File: src/rtl/sdsplit_pkg.sv
`default_nettype none
package sdsplit_pkg;

	localparam int MAX_DELIM = 8;
	localparam int FILL_W = $clog2(MAX_DELIM);
	localparam int LEN_W = $clog2(MAX_DELIM + 1);
	localparam int DBYTE_N = 8;
	localparam int DELIM_W = 8 * DBYTE_N;
	localparam int CFG_W = 2;

	localparam logic [CFG_W-1:0] CFG_DELIM_LEN = 2'd0;
	localparam logic [CFG_W-1:0] CFG_DELIM_BYTES = 2'd1;
	localparam logic [CFG_W-1:0] CFG_MAX_SPLITS = 2'd2;

	localparam logic KIND_BYTE = 1'b0;
	localparam logic KIND_END = 1'b1;

	typedef enum logic [1:0] {
		PH_RUN,
		PH_FLUSH,
		PH_MARK
	} phase_t;

	typedef struct packed {
		logic       shift;
		logic [7:0] new_byte;
	} cell_ctl_t;

endpackage
`default_nettype wire

File: src/rtl/sdsplit_cell.sv
`default_nettype none
module sdsplit_cell (
	input  wire logic                  clk,
	input  wire sdsplit_pkg::cell_ctl_t ctl,
	input  wire logic                  sel,
	input  wire logic                  cmp_en,
	input  wire logic [7:0]            delim_byte,
	input  wire logic [7:0]            right_byte,
	output logic      [7:0]            eff_byte,
	output logic                       eq
);

	logic [7:0] byte_q;

	// the byte this cell holds once the incoming byte is written in
	assign eff_byte = sel ? ctl.new_byte : byte_q;
	assign eq = !cmp_en || (eff_byte == delim_byte);

	always_ff @(posedge clk) begin
		if (ctl.shift) begin
			byte_q <= right_byte;
		end else if (sel) begin
			byte_q <= ctl.new_byte;
		end
	end

endmodule
`default_nettype wire

File: src/rtl/sdsplit_window.sv
`default_nettype none
module sdsplit_window (
	input  wire logic                                clk,
	input  wire sdsplit_pkg::cell_ctl_t               ctl,
	input  wire logic [sdsplit_pkg::MAX_DELIM-1:0]   sel,
	input  wire logic [sdsplit_pkg::LEN_W-1:0]       len_eff,
	input  wire logic [sdsplit_pkg::DELIM_W-1:0]     delim_bytes,
	output logic      [7:0]                          oldest,
	output logic                                     all_eq
);

	logic [7:0] eff [sdsplit_pkg::MAX_DELIM+1];
	logic [sdsplit_pkg::MAX_DELIM-1:0] eq;

	assign eff[sdsplit_pkg::MAX_DELIM] = 8'd0;

	for (genvar k = 0; k < sdsplit_pkg::MAX_DELIM; k++) begin : g_cell
		logic [7:0] dbyte;
		logic       cmp_en;

		if (k < sdsplit_pkg::DBYTE_N) begin : g_db
			assign dbyte = delim_bytes[8*k +: 8];
		end else begin : g_zero
			assign dbyte = 8'd0;
		end

		assign cmp_en = sdsplit_pkg::LEN_W'(k) < len_eff;

		sdsplit_cell u_cell (
			.clk        (clk),
			.ctl        (ctl),
			.sel        (sel[k]),
			.cmp_en     (cmp_en),
			.delim_byte (dbyte),
			.right_byte (eff[k+1]),
			.eff_byte   (eff[k]),
			.eq         (eq[k])
		);
	end

	assign oldest = eff[0];
	assign all_eq = &eq;

endmodule
`default_nettype wire

File: src/rtl/streaming_delimiter_splitter.sv
// Delimiter splitter for byte streams.
// Input: one string byte per transfer on s_axis, tlast on the final byte.
// Output: m_axis carries one result per transfer; tuser is 0 for a field
// byte (tdata holds it) and 1 for a field-end marker (tdata zero); tlast
// flags the final result of the string.
// Config: cfg_valid/cfg_index/cfg_data, always ready; index 0 delimiter
// length, 1 delimiter bytes, 2 split limit (0 = none). Write while idle.
// Held-back bytes sit in a row of eight cells that shift toward the output
// and compare against the delimiter in place.
// Throughput: one byte per cycle while m_axis is ready, except that the last
// byte of a string is held until the bytes left in the window after its
// compare have drained through the single output register, followed by the
// closing marker when the last field holds any byte. Lowering the delimiter
// length mid-string drains each surplus byte before the held byte is compared.
// A byte taken from s_axis is registered in a holding register, and its
// results are registered in the output register that drives m_axis.
// Reset clears the string state and sets length 1, delimiter 0, no limit.
// A stall on m_axis holds the current result; one more input byte is still
// taken and held until the output frees.
`default_nettype none
module streaming_delimiter_splitter (
	input  wire logic                           clk,
	input  wire logic                           arst_n,
	input  wire logic                           s_axis_tvalid,
	output logic                                s_axis_tready,
	input  wire logic [7:0]                     s_axis_tdata,  // data_byte
	input  wire logic                           s_axis_tlast,  // is_last
	output logic                                m_axis_tvalid,
	input  wire logic                           m_axis_tready,
	output logic      [7:0]                     m_axis_tdata,  // out_byte
	output logic                                m_axis_tuser,  // kind
	output logic                                m_axis_tlast,  // end_of_string
	input  wire logic                           cfg_valid,
	output logic                                cfg_ready,
	input  wire logic [sdsplit_pkg::CFG_W-1:0]  cfg_index,
	input  wire logic [63:0]                    cfg_data
);

	localparam int FW = sdsplit_pkg::FILL_W;
	localparam int LW = sdsplit_pkg::LEN_W;

	logic [3:0]                      dlen_q;
	logic [sdsplit_pkg::DELIM_W-1:0] dbytes_q;
	logic [15:0]                     maxs_q;

	logic                 pend_q;
	logic [7:0]           pbyte_q;
	logic                 plast_q;
	sdsplit_pkg::phase_t  phase_q, phase_d;

	logic [FW-1:0] fill_q, fill_d;
	logic          ne_q, ne_d;
	logic [15:0]   splits_q, splits_d, splits_inc;
	logic          stopped_q, stopped_d;

	logic       out_valid_q, out_kind_q, out_eos_q;
	logic [7:0] out_byte_q;

	logic                              fire, done, run_end, emit, emit_kind;
	logic [7:0]                        emit_byte;
	logic [LW-1:0]                     len_eff;
	sdsplit_pkg::cell_ctl_t            ctl;
	logic [sdsplit_pkg::MAX_DELIM-1:0] sel;
	logic [7:0]                        oldest;
	logic                              all_eq;

	assign cfg_ready = 1'b1;

	always_ff @(posedge clk or negedge arst_n) begin
		if (!arst_n) begin
			dlen_q   <= 4'd1;
			dbytes_q <= '0;
			maxs_q   <= '0;
		end else if (cfg_valid) begin
			case (cfg_index)
				sdsplit_pkg::CFG_DELIM_LEN:   dlen_q   <= cfg_data[3:0];
				sdsplit_pkg::CFG_DELIM_BYTES: dbytes_q <= cfg_data;
				sdsplit_pkg::CFG_MAX_SPLITS:  maxs_q   <= cfg_data[15:0];
				default: ;
			endcase
		end
	end

	always_comb begin
		if (dlen_q == 4'd0) begin
			len_eff = LW'(1);
		end else if (int'(dlen_q) > sdsplit_pkg::MAX_DELIM) begin
			len_eff = LW'(sdsplit_pkg::MAX_DELIM);
		end else begin
			len_eff = LW'(dlen_q);
		end
	end

	sdsplit_window u_window (
		.clk         (clk),
		.ctl         (ctl),
		.sel         (sel),
		.len_eff     (len_eff),
		.delim_bytes (dbytes_q),
		.oldest      (oldest),
		.all_eq      (all_eq)
	);

	assign fire = pend_q && (!out_valid_q || m_axis_tready);
	assign s_axis_tready = !pend_q || (fire && done);
	assign splits_inc = (splits_q != 16'hFFFF) ? splits_q + 16'd1 : splits_q;

	always_comb begin
		phase_d      = phase_q;
		fill_d       = fill_q;
		ne_d         = ne_q;
		splits_d     = splits_q;
		stopped_d    = stopped_q;
		done         = 1'b0;
		run_end      = 1'b0;
		emit         = 1'b0;
		emit_kind    = sdsplit_pkg::KIND_BYTE;
		emit_byte    = 8'd0;
		ctl.shift    = 1'b0;
		ctl.new_byte = pbyte_q;
		sel          = '0;
		if (fire) begin
			case (phase_q)
				sdsplit_pkg::PH_RUN: begin
					if (stopped_q) begin
						emit      = 1'b1;
						emit_byte = pbyte_q;
						ne_d      = 1'b1;
						run_end   = 1'b1;
					end else if (LW'(fill_q) >= len_eff) begin
						// surplus after the length was lowered
						emit      = 1'b1;
						emit_byte = oldest;
						ctl.shift = 1'b1;
						fill_d    = fill_q - FW'(1);
						ne_d      = 1'b1;
					end else begin
						sel     = sdsplit_pkg::MAX_DELIM'(1) << fill_q;
						run_end = 1'b1;
						if (LW'(fill_q) + LW'(1) == len_eff) begin
							emit = 1'b1;
							if (all_eq) begin
								emit_kind = sdsplit_pkg::KIND_END;
								fill_d    = '0;
								ne_d      = 1'b0;
								splits_d  = splits_inc;
								if (maxs_q != 16'd0 && splits_inc >= maxs_q) begin
									stopped_d = 1'b1;
								end
							end else begin
								emit_byte = oldest;
								ctl.shift = 1'b1;
								ne_d      = 1'b1;
							end
						end else begin
							fill_d = fill_q + FW'(1);
						end
					end
					if (run_end) begin
						if (!plast_q) begin
							done = 1'b1;
						end else if (fill_d != '0) begin
							phase_d = sdsplit_pkg::PH_FLUSH;
						end else if (ne_d) begin
							phase_d = sdsplit_pkg::PH_MARK;
						end else begin
							done = 1'b1;
						end
					end
				end
				sdsplit_pkg::PH_FLUSH: begin
					emit      = 1'b1;
					emit_byte = oldest;
					ctl.shift = 1'b1;
					fill_d    = fill_q - FW'(1);
					ne_d      = 1'b1;
					if (fill_d == '0) begin
						phase_d = sdsplit_pkg::PH_MARK;
					end
				end
				sdsplit_pkg::PH_MARK: begin
					emit      = 1'b1;
					emit_kind = sdsplit_pkg::KIND_END;
					ne_d      = 1'b0;
					done      = 1'b1;
				end
				default: begin
					done = 1'b1;
				end
			endcase
			if (done) begin
				phase_d = sdsplit_pkg::PH_RUN;
				if (plast_q) begin
					fill_d    = '0;
					ne_d      = 1'b0;
					splits_d  = '0;
					stopped_d = 1'b0;
				end
			end
		end
	end

	always_ff @(posedge clk or negedge arst_n) begin
		if (!arst_n) begin
			phase_q   <= sdsplit_pkg::PH_RUN;
			pend_q    <= 1'b0;
			fill_q    <= '0;
			ne_q      <= 1'b0;
			splits_q  <= '0;
			stopped_q <= 1'b0;
		end else begin
			phase_q   <= phase_d;
			fill_q    <= fill_d;
			ne_q      <= ne_d;
			splits_q  <= splits_d;
			stopped_q <= stopped_d;
			if (s_axis_tvalid && s_axis_tready) begin
				pend_q <= 1'b1;
			end else if (fire && done) begin
				pend_q <= 1'b0;
			end
		end
	end

	always_ff @(posedge clk) begin
		if (s_axis_tvalid && s_axis_tready) begin
			pbyte_q <= s_axis_tdata;
			plast_q <= s_axis_tlast;
		end
	end

	always_ff @(posedge clk or negedge arst_n) begin
		if (!arst_n) begin
			out_valid_q <= 1'b0;
		end else if (fire && emit) begin
			out_valid_q <= 1'b1;
		end else if (m_axis_tready) begin
			out_valid_q <= 1'b0;
		end
	end

	always_ff @(posedge clk) begin
		if (fire && emit) begin
			out_kind_q <= emit_kind;
			out_byte_q <= emit_byte;
			out_eos_q  <= plast_q && (emit_kind == sdsplit_pkg::KIND_END);
		end
	end

	assign m_axis_tvalid = out_valid_q;
	assign m_axis_tdata  = out_byte_q;
	assign m_axis_tuser  = out_kind_q;
	assign m_axis_tlast  = out_eos_q;

	// window is empty once the split limit stops matching
	a_stop_empty: assert property (@(posedge clk) disable iff (!arst_n)
		stopped_q |-> (fill_q == '0))
		else $error("window holds bytes after split limit");

	// draining never starts or continues on an empty window
	a_flush_fill: assert property (@(posedge clk) disable iff (!arst_n)
		(fire && phase_q == sdsplit_pkg::PH_FLUSH) |-> (fill_q != '0))
		else $error("flush on empty window");

	// end of string is only flagged on a field-end marker
	a_eos_marker: assert property (@(posedge clk) disable iff (!arst_n)
		(m_axis_tvalid && m_axis_tlast) |-> m_axis_tuser)
		else $error("end of string on a field byte");

	// string state is cleared after the final byte is finished
	a_string_clear: assert property (@(posedge clk) disable iff (!arst_n)
		(fire && done && plast_q) |=>
		(fill_q == '0 && splits_q == '0 && !stopped_q && !ne_q))
		else $error("string state not cleared at end of string");

endmodule
`default_nettype wire
File: config.mk
export PLATFORM = sky130hd
export DESIGN_NAME = streaming_delimiter_splitter
export DESIGN_NICKNAME = d
export VERILOG_FILES = /design/src/rtl/sdsplit_pkg.sv /design/src/rtl/sdsplit_cell.sv /design/src/rtl/sdsplit_window.sv /design/src/rtl/streaming_delimiter_splitter.sv
export SDC_FILE = /design/constraint.sdc
export NUM_CORES = 1
export LEC_CHECK = 0
export BUFFER_PORTS_ARGS = -buffer_cell sky130_fd_sc_hd__buf_2
export CAP_MARGIN = 30
export CORE_ASPECT_RATIO = 0.5
export CORE_MARGIN = 8
export CORE_UTILIZATION = 25
export DETAILED_ROUTE_END_ITERATION = 10
export PLACE_DENSITY = 0.37
export SLEW_MARGIN = 25
export SYNTH_ARGS = -nofsm -noshare
export SYNTH_HDL_FRONTEND = slang
export SYNTH_SLANG_ARGS = --single-unit
export TNS_END_PERCENT = 5
File: constraint.sdc
create_clock -name clk -period 8 [get_ports clk]
set_clock_uncertainty 0.05 [all_clocks]
set_input_delay 1.2 -clock clk [delete_from_list [all_inputs] [get_ports clk]]
set_output_delay 1.2 -clock clk [all_outputs]
set_load 0.01 [all_outputs]
# After elaboration in Yosys (flattened, before gate mapping)
# Index checks and enable logic that the tools add are counted.
op_classes:
  n_shift: 1
  mux: 98
  magnitude_cmp: 11
  eq_ne: 18
  addsub: 4
  reduce_logical: 41
ops:
  columns: ["op", "count"]
  rows:
  - ["$mux 8", 23]
  - ["$mux 16", 8]
  - ["$eq 8x8->1", 8]
  - ["$mux 1", 43]
  - ["$mux 3", 8]
  - ["$add 16x1->16 const B", 1]
  - ["$ge 16x16->1", 1]
  - ["$lt 3x4->1 const A", 4]
  - ["$ne 16x16->1 const B", 1]
  - ["$pmux 8 s2", 1]
  - ["$reduce_bool 16->1", 1]
  - ["$mux 2", 6]
  - ["$logic_not 1->1", 10]
  - ["$logic_or 1x1->1", 10]
  - ["$ne 3x3->1 const B", 3]
  - ["$lt 1x4->1 const A", 2]
  - ["$lt 2x4->1 const A", 2]
  - ["$mux 4", 2]
  - ["$pmux 1 s2", 4]
  - ["$reduce_and 8->1", 1]
  - ["$shl 1x3->8 const A", 1]
  - ["$logic_and 1x1->1", 6]
  - ["$pmux 3 s2", 1]
  - ["$reduce_and 2->1", 3]
  - ["other kinds (18)", 23]
word_totals:
  regBits: 192

# Logic depth before layout (Yosys ltp)
logic_depth:
  ltp_word: 29
  depth_mapped: 19

# Modules after synthesis
# From an unflattened synthesis, not the netlist that was laid out.
unflattened:
  cells_unflattened: 851
  hier_area_um2: 10352.4
modules_own_cells:
  columns: ["mod", "cells_each", "n_inst", "area_per_inst_um2"]
  rows:
  - ["streaming_delimiter_splitter", 543, 1, 6429.9]
  - ["sdsplit_cell", 37, 8, 480.5]
  - ["sdsplit_window", 12, 1, 78.8]

# Worst setup path after synthesis
# OpenSTA, ideal clock, no wires.
synth_path:
  path_type: "input to output"
  startpoint: "input m_axis_tready"
  endpoint: "output s_axis_tready"
  slack_ps: 2790
  t_arrival_ps: 3960
  path_stages: 10
  required_time_ps: 6750
  path_buffers: 0
  cell_sequence: "nand2b_1 > nand3_4 > a2111oi_2 > mux2i_1 > o221ai_1 > a222oi_1 > o211ai_4 > o22ai_1 > a41oi_1 > o21ai_0"
synth_via:
  elab_chain_cells: 22
  elab_cells_between_ends: 50
  cone_classes: "8 x eq/ne; 28 x mux; 14 x reduce/logical"
synth_rtl:
  columns: ["item", "line_no", "source"]
  rows:
  - ["start: declaration", "streaming_delimiter_splitter.sv:29", "input wire logic m_axis_tready,"]
  - ["$logic_or 1x1->1 (*)", "streaming_delimiter_splitter.sv:104", "assign fire = pend_q && (!out_valid_q || m_axis_tready);"]
  - ["$logic_and 1x1->1 (*)", "streaming_delimiter_splitter.sv:104", null]
  - ["$mux 8", "streaming_delimiter_splitter.sv:122", "if (fire) begin"]
  - ["$mux 8, on equally long branches", null, null]
  - ["$eq 8x8->1", "sdsplit_cell.sv:17", "assign eq = !cmp_en || (eff_byte == delim_byte);"]
  - ["$logic_or 1x1->1", "sdsplit_cell.sv:17", null]
  - ["$reduce_and 8->1", "sdsplit_window.sv:42", "assign all_eq = &eq;"]
  - ["$mux 3 or $mux 1 (tied branches)", "streaming_delimiter_splitter.sv:142", "if (all_eq) begin"]
  - ["[... 5 more ...]", null, null]
  - ["$reduce_bool 3->1 or $mux 1 (tied branches)", "streaming_delimiter_splitter.sv:162, streaming_delimiter_splitter.sv:164", null]
  - ["$mux 1", "streaming_delimiter_splitter.sv:162", "end else if (fill_d != '0) begin"]
  - ["$mux 1", "streaming_delimiter_splitter.sv:160", "if (!plast_q) begin"]
  - ["$mux 1", "streaming_delimiter_splitter.sv:159", "if (run_end) begin"]
  - ["$pmux 1 s2", "streaming_delimiter_splitter.sv:123", "case (phase_q)"]
  - ["$mux 1 (2 in a row)", "streaming_delimiter_splitter.sv:122", null]
  - ["$logic_and 1x1->1 (*)", "streaming_delimiter_splitter.sv:105", "assign s_axis_tready = !pend_q || (fire && done);"]
  - ["$logic_or 1x1->1 (*)", "streaming_delimiter_splitter.sv:105", null]
  - ["end: declaration", "streaming_delimiter_splitter.sv:25", "output logic s_axis_tready,"]
# Every way passes the cells marked *; elsewhere a longest branch is shown, timed or not. The select of a mux whose other input is x is not followed.

# Final worst setup path
layout_path:
  startpoint: "register fill_q[0]"
  endpoint: "output s_axis_tready"
layout_via:
  elab_chain_cells: 24
  elab_cells_between_ends: 61
  cone_classes: "3 x add/sub; 1 x order compare; 9 x eq/ne; 1 x shift; 35 x mux; 12 x reduce/logical"
layout_rtl:
  columns: ["item", "line_no", "source"]
  rows:
  - ["start: declaration", "streaming_delimiter_splitter.sv:51", "logic [FW-1:0] fill_q, fill_d;"]
  - ["start signal: assignment", "streaming_delimiter_splitter.sv:213", "fill_q <= fill_d;"]
  - ["$ge 3x4->1 or $shl 1x3->8 (tied branches)", "streaming_delimiter_splitter.sv:130, streaming_delimiter_splitter.sv:138", null]
  - ["$mux 8", "streaming_delimiter_splitter.sv:130", "end else if (LW'(fill_q) >= len_eff) begin"]
  - ["$mux 8", "streaming_delimiter_splitter.sv:125", "if (stopped_q) begin"]
  - ["$mux 8", "streaming_delimiter_splitter.sv:123", null]
  - ["$mux 8", "streaming_delimiter_splitter.sv:122", null]
  - ["$mux 8, on equally long branches", null, null]
  - ["$eq 8x8->1", "sdsplit_cell.sv:17", null]
  - ["$logic_or 1x1->1", "sdsplit_cell.sv:17", null]
  - ["[... 7 more ...]", null, null]
  - ["$reduce_bool 3->1 or $mux 1 (tied branches)", "streaming_delimiter_splitter.sv:162, streaming_delimiter_splitter.sv:164", null]
  - ["$mux 1", "streaming_delimiter_splitter.sv:162", null]
  - ["$mux 1", "streaming_delimiter_splitter.sv:160", null]
  - ["$mux 1 (*)", "streaming_delimiter_splitter.sv:159", null]
  - ["$pmux 1 s2 (*)", "streaming_delimiter_splitter.sv:123", null]
  - ["$mux 1 (*) (2 in a row)", "streaming_delimiter_splitter.sv:122", null]
  - ["$logic_and 1x1->1 (*)", "streaming_delimiter_splitter.sv:105", null]
  - ["$logic_or 1x1->1 (*)", "streaming_delimiter_splitter.sv:105", null]
# Marks and branches as above.

==> metrics.md <==
| Metric | Value |
|---|---|
| Congestion Overflow GR | `0` |
| Non-filler cells, final | `1699` |
| Post-Syn Area | `11000 um^2` |
| Clock Sinks | `192` |
| Maximum level of the CTS H-tree | `4` |
| DP Cell Count | `1664` |
| CP required | `~6.8 ns` |
| Tot GR Track Use | `13.5%` |
| WS Path Type | `reg2out` |
| I/O pin count | `between 90 and 100` |
| Pin count of the biggest net entering global routing | `a little over 80` |
| Pins over their slew limit | `0` |
| Comb pwr share | `44.8%` |
| Mean number of vias per cell | `4.89` |
| Initial Utilization | `approximately 25%` |
| Root buf cell | `clkbuf_16` |
| Antenna viol nets, final | `0` |
| Switching Share | `about two fifths` |
| Detailed Route WL | `34800 um` |
| Num CTS Buffers | `17` |
| Proportion of layout cells with a drive suffix above 1 | `just under 30%` |
| Post-synth top area cell | `dfrtp_1` |
| Worst min path class | `reg2reg` |
| GP Congestion | `0.798` |
| Per-cell routed wire length | `20.5 um` |
| Worst-Skew Late Latency | `0.45 ns` |
| Row count | `54` |
| Die area | `51200 um^2` |
| Cells after Synth | `1022` |
| Most frequent cells in the layout | `108 x dfrtp_1, 90 x buf_2, 87 x mux2_2, 64 x dfxtp_1, 60 x xnor2_1` |
| Seq pwr share | `about 36%` |
| Number of synthesized flops with an enable pin | `19` |
| # Max-Cap Violations | `0` |
| Reg clk slew, reported paths | `roughly 0.080 ns` |
| Worst path bufs/invs | `3` |
| Arr. time, crit path | `5.33 ns` |
| Worst VDD drop | `0.000164 V` |
| PostCTS Resize Cnt | `0` |
| Area contributors post-synth | `dfrtp_1 25%, dfxtp_1 12%, mux2_2 8.9%` |
| Endpoints failing hold | `0` |
| P_sw | `1.90 mW` |
| Hold path depth | `1` |
| Most common cell after layout, fill and taps aside | `dfrtp_1` |
| Area growth, synth to finish | `15.5%` |
| Multi-input gate area | `between 5000 and 6000 um^2` |
| Final Cycle Share | `82.2%` |
| RSZ-0062 raised after global routing | `no` |
| Async set-reset flop share out of synthesis | `between 50% and 60%` |
| N_diodes | `0` |
| First-pass GRT wire length | `53300 um` |
| Status | `complete, no violations` |
| Pleak | `5.10 nW` |
| Ys Warns | `0` |
| Worst Max-Slew Pin Slew | `0.852 ns` |
| CTS tree | `done` |
| Unique masters post-synth | `77` |
| Register area | `4580 um^2` |
| Syn Area/Cell | `10.7 um^2` |
| F_max | `152 MHz` |
| Drt pass-1 iters | `5` |
| Fillcell total | `4536` |
| Clock power share | `19.0%` |
| Flop2flop setup slack | `2.00 ns` |
| PwrDens | `approximately 370 nW/um^2` |
| Nets | `~1200` |
| Clk buf depth | `2` |
| Worst Setup Start Kind | `flip-flop` |
| Reg-to-reg startpoint | `fill_q[0]` |
| Count of input and output buffers | `91` |
| Share of the synthesized area in the top cell type | `24.7%` |
| Internal Pwr Total | `2.72 mW` |
| Die Y-Extent | `approximately 160 um` |
| Relative slew slack | `43.2%` |
| Hold_sp | `dbytes_q[43]` |
| DP HPWL | `25500 um` |
| Die X | `312 um` |
| Post CTS Setup Buffer Count | `0` |
| Initial antenna violation count | `1` |
| DR iter-0 viols | `489` |
| Critical path depth | `14` |
| Mapped Nets | `1133` |
| Post-route DRC | `0` |
| Core box area | `43400 um^2` |
| Reg2reg path depth | `15` |
| Crit Path Max Fanout | `13` |
| Top_reg_cell synth | `dfrtp_1` |
| Vias | `8306` |
| Count of endpoints failing setup in the final report | `0` |
| Seq/Total Area, Yosys | `41.8%` |
| Critical Path, Cell by Cell | `inv_1, ha_1, nand2b_4, a211o_1, a211oi_1, buf_4, mux2i_1, o21ai_0, o22ai_1, nand2_1, o221ai_1, a41oi_1, o21ai_0, buf_2` |
| Worst path max stage delay | `just over 0.6 ns` |
| Reg-to-Reg End | `u_window.g_cell[2].u_cell.byte_q[7]` |
| Crit end category | `output pin` |
| Vias in the first global route | `8425` |
| CP dominant cell by count | `o21ai_0` |
| Top Family by Delay on Critical Path | `compound AO/OA/AOI/OAI gates` |
| Setup Total Neg Slack | `0 ns` |
| Hold EP | `dbytes_q[43]` |
| Final worst path period need | `6.58 ns` |
| Hold-fix buffers at CTS | `0` |
| FF+latch count, synth | `roughly 190` |
| Worst path slowest cell | `a211oi_1` |
-- power groups by stage --
stage / clock network [mW] / registers [mW] / logic [mW]
6_report: 0.877 / 1.68 / 2.07
5_1_grt: 0.942 / 1.72 / 2.27
4_1_cts: 0.906 / 1.68 / 2.07
3_5_place_dp: 0 / 1.70 / 2.05
3_3_place_gp: 0 / 1.70 / 2.04
2_1_floorplan: 0 / 1.54 / 1.64
-- Yosys cell counts, types with 14 or more instances --
cell type  number
mux2_2         87
edfxtp_1       19
or3_1          57
nand2_1        30
a21oi_1        22
xnor2_1        60
nor2_1         56
mux2i_1        21
o221a_2        55
clkbuf_1       34
nand2b_1       14
dfxtp_1        64
xor2_1         54
inv_1          56
ha_1           31
nor3_1         14
o21ai_0        17
nand4_1        22
nand3_1        19
dfrtp_1       108
-- through the flow --
stage	power (mW)	hold WS, ns	worst slack [ns]	utilization, %	area (um^2)
after floorplan	3.18	0.429	2.79	-	11000
after global placement	3.74	0.445	1.78	27.7	12000
after detailed placement	3.75	0.455	1.87	27.7	12000
after CTS	4.66	0.473	1.44	29.1	12600
after global routing	4.93	0.498	1.16	29.2	12700
final	4.62	0.470	1.42	29.2	12700
-- worst register-to-register path, stage by stage (launching register included) --
cell and delay [ns]:
dfrtp_1 0.52, inv_1 0.20, ha_1 0.35, nand2b_4 0.14, a211o_1 0.47, a211oi_1 0.62
buf_4 0.33, mux2i_1 0.09, o21ai_0 0.61, o22ai_1 0.23, nand2_1 0.32, o211ai_2 0.16
a31oi_4 0.21, buf_4 0.66, o21ai_1 0.55, o221a_2 0.39
-- area by class of cell --
cell class | count | share of cell area [%]
timing repair buffer | 114 | 5.20
multi-input combinational | 716 | 46.5
clock inverter | 11 | 0.722
clock buffer | 21 | 3.89
tap | 588 | 5.81
inverter | 57 | 1.69
sequential | 192 | 36.2
-- worst max-delay path by stage --
stage                  start            end
2_1_floorplan  m_axis_tready  s_axis_tready
3_3_place_gp   m_axis_tready  s_axis_tready
3_5_place_dp   m_axis_tready  s_axis_tready
4_1_cts            fill_q[0]  s_axis_tready
5_1_grt            dlen_q[1]  s_axis_tready
6_report           fill_q[0]  s_axis_tready
-- metal layers --
| metal | vias to the layer above | GRT usage [%] | wire (um) |
|---|---|---|---|
| met3 | 27 | 2.54 | 1080 |
| met5 | - | 0 | 8 |
| met1 | 4206 | 18.7 | 17200 |
| li1 | 3934 | - | - |
| met4 | 2 | 3.32 | 399 |
| met2 | 137 | 21.7 | 16100 |
-- cell families after synthesis --
| logic type | after synthesis | synth area share [%] |
|---|---|---|
| flops | 192 | 41.8 |
| mux | 114 | 12.0 |
| other cells | 1 | 0.0342 |
| buf+inv | 114 | 4.65 |
| xor+xnor | 114 | 9.11 |
| simple gates | 260 | 13.1 |
| fa+ha+maj | 31 | 3.54 |
| compound gates | 196 | 15.8 |
-- registers in the layout, indices dropped and copies added (netlist names) --
register and flops:
dbytes_q 64, m_axis_tuser 1, phase_q 2, m_axis_tvalid 1, m_axis_tlast 1, u_window.g_cell.u_cell.byte_q 64, pend_q 1, splits_q 16
dlen_q 4, pbyte_q 8, maxs_q 16, stopped_q 1, m_axis_tdata 8, fill_q 3, plast_q 1, ne_q 1
Note: power is estimated with default switching activity, not from simulation.
